--- src/design/lfrc_pkg.sv ---
package lfrc_pkg;

	// Width kept from the assembled frame length (8 to 16)
	localparam int LENGTH_BITS = 16;

	localparam int CFG_INDEX_BITS = 2;
	localparam int CFG_DATA_BITS  = 16;

	// Register indexes on the configuration port
	localparam logic [CFG_INDEX_BITS-1:0] REG_BUFFER_CAPACITY = 2'd0;
	localparam logic [CFG_INDEX_BITS-1:0] REG_FRAME_MARKER    = 2'd1;

	localparam logic [15:0] CAPACITY_RESET = 16'd256;
	localparam logic [7:0]  MARKER_RESET   = 8'h23;

	typedef enum logic [2:0] {
		EV_NONE    = 3'd0,
		EV_GOOD    = 3'd1,
		EV_BADMARK = 3'd2,
		EV_TOOLONG = 3'd3,
		EV_BADSUM  = 3'd4
	} event_t;

	typedef struct packed {
		logic [15:0] buffer_capacity;
		logic [7:0]  frame_marker;
	} cfg_t;

	typedef struct packed {
		logic        payload_valid;
		logic [7:0]  payload_byte;
		logic [15:0] payload_index;
		event_t      event_code;
	} result_t;

endpackage

--- src/design/lfrc_cfg_regs.sv ---
module lfrc_cfg_regs
	import lfrc_pkg::*;
(
	input  logic                      clk,
	input  logic                      arst_n,
	input  logic                      cfg_we,
	input  logic [CFG_INDEX_BITS-1:0] cfg_index,
	input  logic [CFG_DATA_BITS-1:0]  cfg_wdata,
	output cfg_t                      cfg
);

	logic [15:0] capacity_q;
	logic [7:0]  marker_q;

	// Register file; writes beyond the list are dropped
	always_ff @(posedge clk or negedge arst_n) begin
		if (!arst_n) begin
			capacity_q <= CAPACITY_RESET;
			marker_q   <= MARKER_RESET;
		end else if (cfg_we) begin
			unique case (cfg_index)
				REG_BUFFER_CAPACITY: capacity_q <= cfg_wdata[15:0];
				REG_FRAME_MARKER:    marker_q   <= cfg_wdata[7:0];
				default: ;
			endcase
		end
	end

	assign cfg.buffer_capacity = capacity_q;
	assign cfg.frame_marker    = marker_q;

endmodule

--- src/design/lfrc_parser.sv ---
module lfrc_parser
	import lfrc_pkg::*;
(
	input  logic       clk,
	input  logic       arst_n,
	input  cfg_t       cfg,
	input  logic       step,
	input  logic [7:0] rx_byte,
	output result_t    result
);

	typedef enum logic [1:0] {
		PH_MARKER = 2'd0,
		PH_LEN_LO = 2'd1,
		PH_LEN_HI = 2'd2,
		PH_DATA   = 2'd3
	} phase_t;

	phase_t                 phase_q, phase_d;
	logic [7:0]             len_lo_q;
	logic [LENGTH_BITS-1:0] length_q, length_d;
	logic [LENGTH_BITS-1:0] count_q, count_d;
	logic [7:0]             sum_q, sum_d;
	logic [15:0]            len_full;
	logic [LENGTH_BITS-1:0] len_new;
	logic [16:0]            len_plus1;

	assign len_full  = {rx_byte, len_lo_q};
	assign len_new   = len_full[LENGTH_BITS-1:0];
	assign len_plus1 = 17'(len_new) + 17'd1;

	// Next state and result for the byte in the input stage
	always_comb begin
		phase_d  = phase_q;
		length_d = length_q;
		count_d  = count_q;
		sum_d    = sum_q;
		result   = '{payload_valid: 1'b0, payload_byte: 8'd0,
			payload_index: 16'd0, event_code: EV_NONE};
		unique case (phase_q)
			PH_MARKER: begin
				if (rx_byte == cfg.frame_marker) begin
					count_d = '0;
					sum_d   = 8'd0;
					phase_d = PH_LEN_LO;
				end else begin
					result.event_code = EV_BADMARK;
				end
			end
			PH_LEN_LO: phase_d = PH_LEN_HI;
			PH_LEN_HI: begin
				length_d = len_new;
				if (len_plus1 <= {1'b0, cfg.buffer_capacity}) begin
					phase_d = PH_DATA;
				end else begin
					result.event_code = EV_TOOLONG;
					phase_d = PH_MARKER;
				end
			end
			PH_DATA: begin
				if (count_q < length_q) begin
					result.payload_valid = 1'b1;
					result.payload_byte  = rx_byte;
					result.payload_index = 16'(count_q);
					sum_d   = sum_q + rx_byte;
					count_d = count_q + 1'b1;
				end else begin
					result.event_code = (rx_byte == sum_q) ? EV_GOOD : EV_BADSUM;
					phase_d = PH_MARKER;
				end
			end
			default: phase_d = PH_MARKER;
		endcase
	end

	// Parse state, advanced once per item
	always_ff @(posedge clk or negedge arst_n) begin
		if (!arst_n) begin
			phase_q  <= PH_MARKER;
			len_lo_q <= 8'd0;
			length_q <= '0;
			count_q  <= '0;
			sum_q    <= 8'd0;
		end else if (step) begin
			phase_q  <= phase_d;
			length_q <= length_d;
			count_q  <= count_d;
			sum_q    <= sum_d;
			if (phase_q == PH_LEN_LO) begin
				len_lo_q <= rx_byte;
			end
		end
	end

endmodule

--- src/design/length_framed_rx_checksum_top.sv ---
// Length-framed byte receiver. Each accepted rx_byte item yields exactly one
// result item: a payload byte with its index, or an event (frame good, bad
// marker, too long, checksum mismatch), or nothing flagged. Frames are a
// marker byte, a 16-bit length low byte first, the payload and a mod-256 sum.
// One item per cycle is sustained while out_ready stays high. An accepted
// item is captured in the input register, runs through the parser logic and
// lands in the result register once the result stage can take it, and is
// presented from there. Configuration writes take effect at once and
// must be done while no item is in flight.
module length_framed_rx_checksum_top
	import lfrc_pkg::*;
(
	input  logic                      clk,
	input  logic                      arst_n,
	input  logic                      in_valid,
	output logic                      in_ready,
	input  logic [7:0]                rx_byte,
	output logic                      out_valid,
	input  logic                      out_ready,
	output logic                      payload_valid,
	output logic [7:0]                payload_byte,
	output logic [15:0]               payload_index,
	output logic [2:0]                event_code,
	input  logic                      cfg_we,
	input  logic [CFG_INDEX_BITS-1:0] cfg_index,
	input  logic [CFG_DATA_BITS-1:0]  cfg_wdata
);

	cfg_t       cfg;
	result_t    result;
	result_t    result_s2;
	logic       valid_s1, valid_s2;
	logic [7:0] byte_s1;
	logic       s2_ready, s1_fire;

	lfrc_cfg_regs u_cfg (
		.clk       (clk),
		.arst_n    (arst_n),
		.cfg_we    (cfg_we),
		.cfg_index (cfg_index),
		.cfg_wdata (cfg_wdata),
		.cfg       (cfg)
	);

	lfrc_parser u_parser (
		.clk     (clk),
		.arst_n  (arst_n),
		.cfg     (cfg),
		.step    (s1_fire),
		.rx_byte (byte_s1),
		.result  (result)
	);

	assign s2_ready = !valid_s2 || out_ready;
	assign s1_fire  = valid_s1 && s2_ready;
	assign in_ready = !valid_s1 || s2_ready;

	// Input stage
	always_ff @(posedge clk or negedge arst_n) begin
		if (!arst_n) begin
			valid_s1 <= 1'b0;
		end else if (in_ready) begin
			valid_s1 <= in_valid;
		end
	end

	always_ff @(posedge clk) begin
		if (in_valid && in_ready) begin
			byte_s1 <= rx_byte;
		end
	end

	// Result stage
	always_ff @(posedge clk or negedge arst_n) begin
		if (!arst_n) begin
			valid_s2 <= 1'b0;
		end else if (s2_ready) begin
			valid_s2 <= valid_s1;
		end
	end

	always_ff @(posedge clk) begin
		if (s1_fire) begin
			result_s2 <= result;
		end
	end

	assign out_valid     = valid_s2;
	assign payload_valid = result_s2.payload_valid;
	assign payload_byte  = result_s2.payload_byte;
	assign payload_index = result_s2.payload_index;
	assign event_code    = result_s2.event_code;

endmodule

--- config.mk ---
export PLATFORM = sky130hd
export DESIGN_NAME = length_framed_rx_checksum_top
export DESIGN_NICKNAME = d
export VERILOG_FILES = /design/src/design/lfrc_pkg.sv /design/src/design/lfrc_cfg_regs.sv /design/src/design/lfrc_parser.sv /design/src/design/length_framed_rx_checksum_top.sv
export SDC_FILE = /design/constraint.sdc
export NUM_CORES = 1
export LEC_CHECK = 0
export ABC_AREA = 1
export BUFFER_PORTS_ARGS = -buffer_cell sky130_fd_sc_hd__buf_2
export CAP_MARGIN = 20
export CORE_MARGIN = 1.5
export CORE_UTILIZATION = 64
export DETAILED_ROUTE_END_ITERATION = 8
export GPL_ROUTABILITY_DRIVEN = 0
export PLACE_DENSITY = 0.85
export SYNTH_ARGS = -nofsm -noshare
export SYNTH_HDL_FRONTEND = slang
export SYNTH_SLANG_ARGS = --single-unit
--- constraint.sdc ---
create_clock -name clk -period 4.5 [get_ports clk]
set_input_delay 0.675 -clock clk [delete_from_list [all_inputs] [get_ports clk]]
set_output_delay 0.675 -clock clk [all_outputs]
set_load 0.01 [all_outputs]
==> impl_metrics.ini <==
[power]
finalPower_mw = 2.97
peakVddDrop_v = 0.000302
powerDensity_nw_per_um2 = 440
p_leak_nw = 3.41

[synthesis]
synth.distinct_cells = 41
syn_inst = 720
synthesis.nets = 796
seq_area_frac_synth = 0.481
synthFlopType = dfrtp_1
synth_edf_count = 36
syn-cell-area_um2 = 6210
avgSynthCellArea_um2 = 8.63
yosys_warnings = 0
async_flop_share = 0.679
synth_seq_cells = 112

[global_routing]
grt_pass1_wl_um = 21700
grt_max_degree = 77
groute.usage.overall = 0.271
grt_pass1_vias = 4818
antenna_found_initial = 0
grt-ovfl-total = 0

[setup_path]
crit_required_ps = 4640
r2r_slack_ps = 1520
r2r-start = u_parser.len_lo_q[2]
critical_path.max_fanout = 6
start_kind = flop
crit_path_end_kind = flop
max_stage_delay_ps = 470
timing.critical_path.mode_cell = nor2_1
slowest_stage = dfrtp_1
r2r-end = event_code[0]
crit_chain = nand3_1 -> nor2_1 -> nand4_1 -> nor2_1 -> inv_1 -> nor2_1 -> nand2_1 -> xor2_1 -> ha_1 -> nand2_1 -> nor2_1 -> nand2_1 -> nand3b_1 -> or2_1 -> nand3_1 -> a21oi_1
path_class = reg -> reg
reg2reg_depth = 16
worst-path-buf-inv = 1
critPathArrivalTime_ps = 3120
crit_family = simple AND/OR/NAND/NOR gates

[min_path]
hold_end = byte_s1[3]
min-delay-start = rx_byte[3]
min_path_type = in -> reg
min_path_cells = 1

[clock_tree]
path_clk_slew_ps = 110
cts_buffer_depth = 2
cts_root_buf = clkbuf_8
clk-insertion-delay-late_ps = 390
cts_setup_buffers = 0
cts_inserted_buffers = 9
cts_htree_levels = 3
cts.sinks = 112
ctsHoldBuffers = 0
cts_tree = built
cts_resized = 0

[timing]
setup_viol = 0
slew_violations = 0
slew_headroom = 0.363
clock-skew-final_ps = 17.1
worst_slew_pin_slew_ps = 955
fin_crit_ps = 2980
rsz0062_at_grt = false
tns_ps = 0
finalCritPeriodShare = 0.661
max_freq_mhz = 336
hold_viol_final = 0
holdWs_ps = 463
setup_ws_ps = 1520

[routing]
wire_per_inst_um = 14.0
vias_per_cell = 5.39
drtIter0Drc = 210
drc = 0
routed_wirelength_um = 12700
ant_nets = 0
num_vias = 4899
drt_first_pass_iters = 4

[finish]
postLayoutCellArea_um2 = 6760
finish.utilization = 0.724
num-fill-cells = 696
n_antenna_cell = 0
final_cell_count_no_fill = 909
nNetsFinal = 851
area_growth_pct = 8.72
regArea_um2 = 2990
multi_input_area_um2 = 2740
drive_gt1_frac = 0.128

[placement]
post_dp_cell_area_um2 = 6580
place_hpwl_um = 9350
io_buffers = 60
placed_cells = 893
place_ws_ps = 1570

[floorplanning]
initial_core_util = 0.666
core_um2 = 9330
dieWidth_um = 102
die_h_um = 102
pin_count = 61
dieArea_um2 = 10300
rows = 35

[flow_run]
cap_violations = 0

[run_status]
outcome = finished, final reports clean
## worst reg2reg max path, delay by kind of cell, from the launching register on
kind,cells,cell delay [ps]
xor gates and xnor gates,1,160
DFF,1,470
AOI/OAI and AO/OA,1,80
and+or+nand+nor,12,1650
adders and majority gates,1,280
buffers and inverters,1,100
## area by class of cell
type	instances	share of cell area
multi-input combinational	489	0.406
sequential	112	0.442
clock buffer	9	0.0183
inverter	101	0.0561
timing repair buffer	62	0.0467
clock inverter	7	0.00704
tap	129	0.0239
## synthesized netlist by cell type (all sizes together) (2+ instances only)
cell / n / share of area
xor2: 29 / 0.041
nand4: 9 / 0.0091
nand3b: 7 / 0.0085
a31oi: 2 / 0.0020
nand2: 184 / 0.12
o21ai: 37 / 0.030
or2: 3 / 0.0030
a21oi: 29 / 0.023
nor2: 79 / 0.053
nand3: 38 / 0.032
ha: 44 / 0.089
edfxtp: 36 / 0.17
clkbuf: 8 / 0.0048
nor3: 11 / 0.0097
xnor2: 6 / 0.0085
dfrtp: 72 / 0.29
inv: 101 / 0.061
buf: 10 / 0.012
o21bai: 2 / 0.0024
dfstp: 4 / 0.017
## metal layers
layer  vias up  global-route usage  part of all wire
met5         -                   0                 0
li1       2410                   -                 -
met2       146               0.468              0.51
met1      2303               0.324              0.41
met3        40              0.0676             0.050
met4         0               0.113             0.033
## worst max-delay path by stage
stage | from | endpoint | cells past startpoint
after floorplan | u_parser.len_lo_q[2] | event_code[0] | 16
after global placement | u_parser.len_lo_q[2] | event_code[0] | 16
after detailed placement | u_parser.len_lo_q[2] | event_code[0] | 16
after CTS | u_parser.len_lo_q[2] | event_code[0] | 16
after global routing | u_parser.len_lo_q[2] | u_parser.phase_q[1] | 19
final | u_parser.len_lo_q[2] | event_code[0] | 16
## flip-flops by register name, indices dropped and copies added, names as in the netlist
signal	cells
u_parser.length_q	16
u_parser.sum_q	8
valid_s1	1
u_cfg.marker_q	8
u_parser.len_lo_q	8
byte_s1	8
u_cfg.capacity_q	16
event_code	3
u_parser.phase_q	2
u_parser.count_q	16
out_valid	1
payload_index	16
payload_valid	1
payload_byte	8
## placed cells by master, fill, tap and decap left out, types with 2 or more instances in the layout
cell        Yosys  layout
nor2_1         75      75
nor2_4          2       2
o21ai_0        37      37
nor3_1         10      10
clkbuf_8        0       9
clkinv_2        0       3
nand4_1         9       9
nand3_2         2       2
clkinvlp_4      0       2
inv_1          98      98
inv_2           3       3
nand3_1        36      36
a21oi_1        29      29
buf_4           1       2
edfxtp_1       36      36
o21bai_1        2       2
a31oi_1         2       2
xnor2_1         6       6
or2_1           3       3
dfrtp_1        72      72
nand3b_1        7       7
nand2_1       177     177
ha_1           44      44
xor2_1         29      29
buf_2           4      60
dfstp_2         4       4
nand2_2         5       5
## report_power, final
| part | total [mW] | switching, mW | internal, mW | leakage, nW |
|---|---|---|---|---|
| Combinational | 1.00 | 0.633 | 0.370 | 2.01 |
| Sequential | 1.42 | 0.147 | 1.28 | 1.32 |
| Clock | 0.544 | 0.343 | 0.201 | 0.0854 |
## logic make-up after synthesis
| group | count (synthesis) | share of synthesized area |
|---|---|---|
| fa+ha+maj | 45 | 0.0918 |
| buf+inv | 119 | 0.0781 |
| mux | 1 | 0.00181 |
| xor+xnor | 35 | 0.0493 |
| flops | 112 | 0.481 |
| compound gates | 74 | 0.0622 |
| simple gates | 334 | 0.236 |
No activity file was read; power rests on OpenSTA's default activity.
